**src/rtl/falts_pkg.sv**
```systemverilog
package falts_pkg;

    // Fixed field widths
    localparam int ADDR_W      = 32;
    localparam int STAMP_W     = 32;
    localparam int COUNT_W     = 32;
    localparam int LINE_USED_W = 4;
    localparam int EV_TAG_W    = 26;

    // Default geometry
    localparam int LINES_DEF       = 16;
    localparam int OFFSET_BITS_DEF = 6;

    typedef enum logic [1:0] {
        ST_IDLE,
        ST_SCAN,
        ST_UPDATE
    } t_state;

    // Scan result flags
    typedef struct packed {
        logic hit;    // tag matched a valid line
        logic found;  // at least one valid line seen, oldest is held
    } t_scan_stat;

endpackage

```
**src/rtl/fully_associative_lru_tag_store_core.sv**
```systemverilog
// Fully associative tag store with true LRU replacement. Each input word is a
// byte address; the low OFFSET_BITS bits are dropped to form the tag, which is
// looked up across LINES lines. A hit restamps the line with the current access
// number; a miss fills the lowest free line, or once all lines are in use,
// replaces the line with the oldest stamp (lowest index on ties) and reports
// its tag as evicted. Each input word gives one result word with the hit flag,
// the line used, eviction info and saturating hit/access counts. Lines fill in
// index order and never empty, so a fill count stands in for valid bits and no
// clearing pass is needed after reset. A word is handled in steps, in order:
// it is accepted, each filled line is read in turn through the shared
// tag/stamp read address and compared, the read register is drained, and
// the result is written back. The input is not ready while a word is being
// worked on; a finished result sits in the output register, and write-back
// of the next word waits only if that result has not yet been taken.
module fully_associative_lru_tag_store_core
    import falts_pkg::*;
#(
    parameter int LINES       = LINES_DEF,
    parameter int OFFSET_BITS = OFFSET_BITS_DEF
) (
    input  logic                   i_clk,
    input  logic                   i_rst_n,
    // input channel
    input  logic                   i_in_valid,
    output logic                   o_in_ready,
    input  logic [ADDR_W-1:0]      i_address,
    // output channel
    output logic                   o_out_valid,
    input  logic                   i_out_ready,
    output logic                   o_hit,
    output logic [LINE_USED_W-1:0] o_line_used,
    output logic                   o_evicted_valid,
    output logic [EV_TAG_W-1:0]    o_evicted_tag,
    output logic [COUNT_W-1:0]     o_hits_so_far,
    output logic [COUNT_W-1:0]     o_accesses_so_far
);

    localparam int TAG_W = ADDR_W - OFFSET_BITS;
    localparam int IDX_W = $clog2(LINES);
    localparam int CNT_W = $clog2(LINES + 1);
    localparam logic [CNT_W-1:0] FULL_CNT = CNT_W'(LINES);

    t_state r_state;
    t_state n_state;

    // current word
    logic [TAG_W-1:0]   r_tag;
    // lines in use: line i is valid when i < r_fill
    logic [CNT_W-1:0]   r_fill;
    logic [COUNT_W-1:0] r_hits;
    logic [COUNT_W-1:0] r_accs;

    // scan pointers
    logic [CNT_W-1:0]   r_rd_idx;
    logic               r_cmp_vld;
    logic [IDX_W-1:0]   r_cmp_idx;

    // output register
    logic                   r_out_valid;
    logic                   r_hit_o;
    logic [LINE_USED_W-1:0] r_line_used;
    logic                   r_ev_valid;
    logic [EV_TAG_W-1:0]    r_ev_tag;
    logic [COUNT_W-1:0]     r_hits_o;
    logic [COUNT_W-1:0]     r_accs_o;

    // control from the sequencer
    logic in_ready;
    logic rd_en;
    logic scan_clr;
    logic upd_fire;
    logic out_free;
    logic scan_done;

    // memory and scan signals
    logic [TAG_W-1:0]   rd_tag;
    logic [STAMP_W-1:0] rd_stamp;
    t_scan_stat         scan_stat;
    logic [IDX_W-1:0]   hit_idx;
    logic [IDX_W-1:0]   min_idx;
    logic [TAG_W-1:0]   min_tag;

    // write-back values
    logic                   full;
    logic                   ev_valid;
    logic [IDX_W-1:0]       used_idx;
    logic [IDX_W+LINE_USED_W-1:0] used_ext;
    logic [TAG_W+EV_TAG_W-1:0]    ev_tag_ext;
    logic [COUNT_W-1:0]     hits_inc;
    logic [COUNT_W-1:0]     accs_inc;

    assign out_free  = !r_out_valid || i_out_ready;
    // last compare lands on the same edge that leaves the scan
    assign scan_done = !(r_rd_idx < r_fill);

    // ---- sequencer: next state ----
    always_comb begin
        n_state = r_state;
        unique case (r_state)
            ST_IDLE: begin
                if (i_in_valid) begin
                    n_state = ST_SCAN;
                end
            end
            ST_SCAN: begin
                if (scan_done) begin
                    n_state = ST_UPDATE;
                end
            end
            ST_UPDATE: begin
                if (out_free) begin
                    n_state = ST_IDLE;
                end
            end
            default: n_state = ST_IDLE;
        endcase
    end

    // ---- sequencer: outputs ----
    always_comb begin
        in_ready = 1'b0;
        rd_en    = 1'b0;
        scan_clr = 1'b0;
        upd_fire = 1'b0;
        unique case (r_state)
            ST_IDLE: begin
                in_ready = 1'b1;
                scan_clr = 1'b1;
            end
            ST_SCAN: begin
                rd_en = (r_rd_idx < r_fill);
            end
            ST_UPDATE: begin
                upd_fire = out_free;
            end
            default: begin
                in_ready = 1'b0;
            end
        endcase
    end

    always_ff @(posedge i_clk) begin
        if (!i_rst_n) begin
            r_state <= ST_IDLE;
        end else begin
            r_state <= n_state;
        end
    end

    // ---- scan pointers ----
    always_ff @(posedge i_clk) begin
        if (!i_rst_n) begin
            r_cmp_vld <= 1'b0;
        end else begin
            r_cmp_vld <= rd_en;
        end
    end

    always_ff @(posedge i_clk) begin
        if (in_ready) begin
            r_rd_idx <= '0;
        end else if (rd_en) begin
            r_rd_idx <= r_rd_idx + CNT_W'(1);
        end
        if (rd_en) begin
            r_cmp_idx <= r_rd_idx[IDX_W-1:0];
        end
        if (in_ready && i_in_valid) begin
            r_tag <= i_address[ADDR_W-1:OFFSET_BITS];
        end
    end

    // ---- tag and stamp stores, one shared read address ----
    falts_mem #(
        .WIDTH (TAG_W),
        .DEPTH (LINES)
    ) u_tag_mem (
        .i_clk   (i_clk),
        .i_we    (upd_fire && !scan_stat.hit),
        .i_waddr (used_idx),
        .i_wdata (r_tag),
        .i_re    (rd_en),
        .i_raddr (r_rd_idx[IDX_W-1:0]),
        .o_rdata (rd_tag)
    );

    falts_mem #(
        .WIDTH (STAMP_W),
        .DEPTH (LINES)
    ) u_stamp_mem (
        .i_clk   (i_clk),
        .i_we    (upd_fire),
        .i_waddr (used_idx),
        .i_wdata (r_accs),
        .i_re    (rd_en),
        .i_raddr (r_rd_idx[IDX_W-1:0]),
        .o_rdata (rd_stamp)
    );

    // ---- match / oldest-line tracker ----
    falts_scan #(
        .LINES (LINES),
        .TAG_W (TAG_W)
    ) u_scan (
        .i_clk        (i_clk),
        .i_rst_n      (i_rst_n),
        .i_clear      (scan_clr),
        .i_cmp_vld    (r_cmp_vld),
        .i_cmp_idx    (r_cmp_idx),
        .i_key_tag    (r_tag),
        .i_line_tag   (rd_tag),
        .i_line_stamp (rd_stamp),
        .o_stat       (scan_stat),
        .o_hit_idx    (hit_idx),
        .o_min_idx    (min_idx),
        .o_min_tag    (min_tag)
    );

    // ---- write-back ----
    assign full     = (r_fill == FULL_CNT);
    assign ev_valid = !scan_stat.hit && full && scan_stat.found;

    always_comb begin
        if (scan_stat.hit) begin
            used_idx = hit_idx;
        end else if (full) begin
            used_idx = min_idx;
        end else begin
            used_idx = r_fill[IDX_W-1:0];
        end
    end

    assign used_ext   = {{LINE_USED_W{1'b0}}, used_idx};
    assign ev_tag_ext = {{EV_TAG_W{1'b0}}, min_tag};
    assign hits_inc   = (r_hits == '1) ? r_hits : r_hits + COUNT_W'(1);
    assign accs_inc   = (r_accs == '1) ? r_accs : r_accs + COUNT_W'(1);

    always_ff @(posedge i_clk) begin
        if (!i_rst_n) begin
            r_fill      <= '0;
            r_hits      <= '0;
            r_accs      <= '0;
            r_out_valid <= 1'b0;
        end else begin
            if (upd_fire) begin
                r_accs <= accs_inc;
                if (scan_stat.hit) begin
                    r_hits <= hits_inc;
                end else if (!full) begin
                    r_fill <= r_fill + CNT_W'(1);
                end
            end
            if (upd_fire) begin
                r_out_valid <= 1'b1;
            end else if (i_out_ready) begin
                r_out_valid <= 1'b0;
            end
        end
    end

    // result word
    always_ff @(posedge i_clk) begin
        if (upd_fire) begin
            r_hit_o     <= scan_stat.hit;
            r_line_used <= used_ext[LINE_USED_W-1:0];
            r_ev_valid  <= ev_valid;
            r_ev_tag    <= ev_valid ? ev_tag_ext[EV_TAG_W-1:0] : '0;
            r_hits_o    <= scan_stat.hit ? hits_inc : r_hits;
            r_accs_o    <= accs_inc;
        end
    end

    assign o_in_ready        = in_ready;
    assign o_out_valid       = r_out_valid;
    assign o_hit             = r_hit_o;
    assign o_line_used       = r_line_used;
    assign o_evicted_valid   = r_ev_valid;
    assign o_evicted_tag     = r_ev_tag;
    assign o_hits_so_far     = r_hits_o;
    assign o_accesses_so_far = r_accs_o;

endmodule

```
**src/rtl/falts_mem.sv**
```systemverilog
module falts_mem #(
    parameter int WIDTH = 32,
    parameter int DEPTH = 16
) (
    input  logic                     i_clk,
    input  logic                     i_we,
    input  logic [$clog2(DEPTH)-1:0] i_waddr,
    input  logic [WIDTH-1:0]         i_wdata,
    input  logic                     i_re,
    input  logic [$clog2(DEPTH)-1:0] i_raddr,
    output logic [WIDTH-1:0]         o_rdata
);

    logic [WIDTH-1:0] r_mem [DEPTH];
    logic [WIDTH-1:0] r_rdata;

    always_ff @(posedge i_clk) begin
        if (i_we) begin
            r_mem[i_waddr] <= i_wdata;
        end
        if (i_re) begin
            r_rdata <= r_mem[i_raddr];
        end
    end

    assign o_rdata = r_rdata;

endmodule

```
**src/rtl/falts_scan.sv**
```systemverilog
module falts_scan
    import falts_pkg::*;
#(
    parameter int LINES = LINES_DEF,
    parameter int TAG_W = ADDR_W - OFFSET_BITS_DEF
) (
    input  logic                     i_clk,
    input  logic                     i_rst_n,
    input  logic                     i_clear,
    input  logic                     i_cmp_vld,
    input  logic [$clog2(LINES)-1:0] i_cmp_idx,
    input  logic [TAG_W-1:0]         i_key_tag,
    input  logic [TAG_W-1:0]         i_line_tag,
    input  logic [STAMP_W-1:0]       i_line_stamp,
    output t_scan_stat               o_stat,
    output logic [$clog2(LINES)-1:0] o_hit_idx,
    output logic [$clog2(LINES)-1:0] o_min_idx,
    output logic [TAG_W-1:0]         o_min_tag
);

    localparam int IDX_W = $clog2(LINES);

    logic               r_hit;
    logic               r_min_vld;
    logic [IDX_W-1:0]   r_hit_idx;
    logic [IDX_W-1:0]   r_min_idx;
    logic [STAMP_W-1:0] r_min_stamp;
    logic [TAG_W-1:0]   r_min_tag;

    logic match;
    logic older;

    // One tag compare and one stamp compare per cycle, one line at a time
    assign match = (i_line_tag == i_key_tag);
    assign older = !r_min_vld || (i_line_stamp < r_min_stamp);

    always_ff @(posedge i_clk) begin
        if (!i_rst_n || i_clear) begin
            r_hit     <= 1'b0;
            r_min_vld <= 1'b0;
        end else if (i_cmp_vld) begin
            if (!r_hit && match) begin
                r_hit <= 1'b1;
            end
            if (older) begin
                r_min_vld <= 1'b1;
            end
        end
    end

    always_ff @(posedge i_clk) begin
        if (i_cmp_vld) begin
            if (!r_hit && match) begin
                r_hit_idx <= i_cmp_idx;
            end
            // strict less-than keeps the lowest index on ties
            if (older) begin
                r_min_idx   <= i_cmp_idx;
                r_min_stamp <= i_line_stamp;
                r_min_tag   <= i_line_tag;
            end
        end
    end

    assign o_stat.hit   = r_hit;
    assign o_stat.found = r_min_vld;
    assign o_hit_idx    = r_hit_idx;
    assign o_min_idx    = r_min_idx;
    assign o_min_tag    = r_min_tag;

endmodule

```
**config.mk**
```make
export PLATFORM = sky130hd
export DESIGN_NAME = fully_associative_lru_tag_store_core
export DESIGN_NICKNAME = d
export VERILOG_FILES = /design/src/rtl/falts_pkg.sv /design/src/rtl/fully_associative_lru_tag_store_core.sv /design/src/rtl/falts_mem.sv /design/src/rtl/falts_scan.sv
export SDC_FILE = /design/constraint.sdc
export NUM_CORES = 1
export LEC_CHECK = 0
export BUFFER_PORTS_ARGS = -buffer_cell sky130_fd_sc_hd__buf_2
export CAP_MARGIN = 10
export CORE_ASPECT_RATIO = 1.4
export CORE_MARGIN = 3
export CORE_UTILIZATION = 42
export CTS_CLUSTER_DIAMETER = 150
export CTS_CLUSTER_SIZE = 40
export DETAILED_ROUTE_END_ITERATION = 6
export GPL_ROUTABILITY_DRIVEN = 0
export SKIP_CTS_REPAIR_TIMING = 1
export SLEW_MARGIN = 10
export SYNTH_ARGS = -nofsm -noshare
export SYNTH_HDL_FRONTEND = slang
export SYNTH_SLANG_ARGS = --single-unit
```
**constraint.sdc**
```tcl
create_clock -name i_clk -period 6.5 [get_ports i_clk]
set_input_delay 0.975 -clock i_clk [delete_from_list [all_inputs] [get_ports i_clk]]
set_output_delay 0.975 -clock i_clk [all_outputs]
set_load 0.03 [all_outputs]
```
==> results.md <==
- Outcome: complete, no violations
- Number of synthesized flops with an enable pin: 1178
- Clk_skew: 58.9 ps
- Port Buf Inserts: 127
- Path class of the lowest-slack min-delay path: reg2reg
- Transition time at the pin with the least slew margin: 1230 ps
- Die span in x: 294 µm
- Routed Wire Length: 110000 µm
- Placed wire-length estimate: 64700 µm
- Vertical extent of the die: 410 µm
- Number of clock sinks: 1258
- R2r worst-path depth: 8
- Area of the die: 121000 µm²
- TritonCTS clock tree: done
- Register-to-Register Setup Slack: 2450 ps
- Start-to-end type of the worst setup path: reg2reg
- Count of synthesis-stage warnings from yosys: 0
- Overflow left after global routing: 0
- Clock-pin slew on the worst setup and hold paths: 150 ps
- Clk buf depth: 3
- Detailed-route via count: 23366
- Worst hold stages: 0
- Buffer type at the clock tree root: clkbuf_16
- Yosys cell types: 58
- GRT Resource Usage Total: 18.2%
- Static leakage power: 16.0 nW
- Synthesized area per cell: 20.0 µm²
- Reg-to-reg critical path endpoint: u_stamp_mem.r_mem[9][25]
- CP Launch Type: flop
- Total nets after synthesis: 2521
- Category of the worst setup path capture point: flop
- DRC errors left: 0
- Endpoint of the worst hold-timing path: u_scan.o_hit_idx[1]
- Final net count: 2625
- Total non-filler cell area in the finished layout: 52800 µm²
- Detail-routed net length per standard cell: 27.0 µm
- CP required: 6840 ps
- Instance area after placement: 51700 µm²
- Max Fclk: 0.247 GHz
- Synth-to-Final Area Change: 7.97%
- Internal power of the cells: 0.0101 W
- Net load switching power: 0.00248 W
- Final slew viol count: 0
- Via count of the first global-routing pass: 24360
- Unrepaired setup endpoints after global routing: no
- Flip-flop cell with the highest count after synthesis: edfxtp_1
- Fraction of final layout cells with drive strength greater than 1: 22.1%
- Initial DRC count: 2327
- Switching Share: 19.8%
- Final setup violating endpoints: 0
- Part of the power in combinational logic: 1.7%
- Max_slew headroom: 18.1%
- Share of async-settable or async-resettable flops after synthesis: 0%
- Flip-flop and latch count after synthesis: 1258
- Clock latency on the worst-skew pair: 660 ps
- Startpoint of the lowest-slack register-to-register path: r_fill[0]
- WP data arrival: 4390 ps
- Inserted Clock Buffers: 37
- Top-Level Pins: 134
- Synthesized netlist cell count: 2445
- Core Box Area: 115000 µm²
- Crit-path max FO: 22
- Beginning of the worst hold path: r_cmp_idx[1]
- Minimum clock period: 4050 ps
- Total standard cell area after synthesis: 48900 µm²
- Sequential group share of total power: 70.9%
- Post-Route Setup TNS: 0 ps
- ANT nets after route: 0
- Power density cells: 238 nW/µm²
- Pre-antenna DRT Iters: 5
- Maximum number of pins on one net before global-route repair: 163
- Proportion of synthesized chip area in sequential cells: 75.6%
- Hold Violations, Final: 0
- Clock Power Share: 27.3%
- Per-cell via count in the routed design: 5.75
- First-pass GRT wire length: 163000 µm
- Worst supply voltage drop on vdd: 264 µV
- Part of the cycle the worst path needs: 62.3%
- Max Cap Viol: 0
- Number of antenna violations at the first check in global routing: 2
- Cell Rows: 147
- H-tree Lvls: 2
- Starting density of the core: 42.5%
kinds of logic after synthesis:
family | count (synthesis) | share of synthesized area, %
AOI/OAI and AO/OA | 154 | 1.92
xor gates and xnor gates | 95 | 1.70
adders and majority gates | 40 | 1.02
buffers and inverters | 162 | 1.31
DFF | 1258 | 75.6
muxes | 305 | 13.7
and+or+nand+nor | 431 | 4.76
layout make-up:
type	count	area, µm²
Clock buffer	61	1060
Fill cell	9639	62300
Timing Repair Buffer	183	1090
Multi-Input combinational cell	1025	11600
Inverter	44	168
Clock inverter	2	38.8
Antenna cell	1	2.50
Sequential cell	1258	37000
Tap cell	1490	1860
through the flow:
stage	cells	hold slack (ps)	worst slack, ps	utilization [%]	power, W
2_1_floorplan	2445	403	1270	-	0.00919
3_3_place_gp	4000	428	2110	44.9	0.00929
3_5_place_dp	4000	436	1970	44.9	0.00930
4_1_cts	4063	448	2490	45.8	0.0127
5_1_grt	4063	454	2210	45.8	0.0129
6_report	4064	447	2450	45.9	0.0125
worst max path at each step:
| stage | start | to |
|---|---|---|
| floorplan | r_fill[4] | r_rd_idx[3] |
| global placement | i_out_ready | u_stamp_mem.r_mem[12][9] |
| detailed placement | i_out_ready | u_stamp_mem.r_mem[14][9] |
| CTS | r_fill[0] | u_stamp_mem.r_mem[9][2] |
| global route | r_fill[0] | u_stamp_mem.r_mem[9][11] |
| finish | r_fill[0] | u_stamp_mem.r_mem[9][25] |
critical path: stages (launching register included):
cell	delay (ps)
dfxtp_1	420
inv_1	130
ha_1	170
nor4bb_1	480
a21oi_1	130
o21ai_1	300
or3b_1	720
nor2_4	960
buf_4	390
registers in the layout (all words and copies together), names as in the netlist, 32 cells and up:
signal,cells
o_hits_so_far,32
u_stamp_mem.o_rdata,32
u_scan.r_min_stamp,32
r_accs,32
o_accesses_so_far,32
u_tag_mem.r_mem,416
r_hits,32
u_stamp_mem.r_mem,512
routing by layer:
| metal | track usage [%] | vias to the layer above | share of wire (%) |
|---|---|---|---|
| met4 | 4.67 | 0 | 2.4 |
| li1 | - | 10073 | - |
| met2 | 32.5 | 614 | 54 |
| met5 | 0 | - | 0 |
| met3 | 1.98 | 133 | 4.2 |
| met1 | 23.9 | 12546 | 40 |
synthesized netlist by cell type (15+ instances only):
library cell  number  area [µm²]
a21oi_1           58         290
o21ai_0           34         170
xor2_1            50         438
inv_1             43         161
o31ai_1           17         128
and3_1            15        93.8
ha_1              40         500
nand2b_1          20         125
nand3_1           41         205
nand4_1           41         257
dfxtp_1           80        1600
or3_1             24         150
nor3_1            27         135
nor2_1            84         315
mux4_2           290        6530
xnor2_1           45         394
nor4_1            17         106
or4_1             20         150
edfxtp_1        1178       35400
nand2_1           75         282
and2_1            32         200
clkbuf_1          83         312
buf_2             26         130
cell usage in the layout, fill, tap and decap left out, types with 5 or more instances in the layout:
cell       netlist  final
ha_1            40     40
o21ai_0         34     34
or3_1           24     24
o21a_1           5      5
and3_1          15     15
a31oi_1          6      5
and4_1          11     11
mux2i_1         14     14
buf_2           26    127
nor2_4           0     32
dfxtp_1         80     76
nand3_1         41     41
clkbuf_16        0     39
a21oi_1         58     57
inv_1           43     42
edfxtp_1      1178   1178
buf_4            0     53
nor2_1          84     52
nor4_1          17     16
o31ai_1         17     17
nand4_1         41     41
nor3_1          27     24
a21o_1           6      6
nand2b_1        20     20
nand2_1         75     75
and2_1          32     31
or4_1           20     20
xor2_1          50     50
clkbuf_1        83     22
mux4_2         290    290
xnor2_1         45     45
power by group through the flow:
stage	logic (W)	registers (W)	clock network, W
after floorplan	0.0000994	0.00909	0
after global placement	0.000218	0.00908	0
after detailed placement	0.000221	0.00908	0
after CTS	0.000222	0.00890	0.00354
after global routing	0.000231	0.00891	0.00379
final	0.000216	0.00890	0.00343
Note: power is estimated with default switching activity, not from simulation.
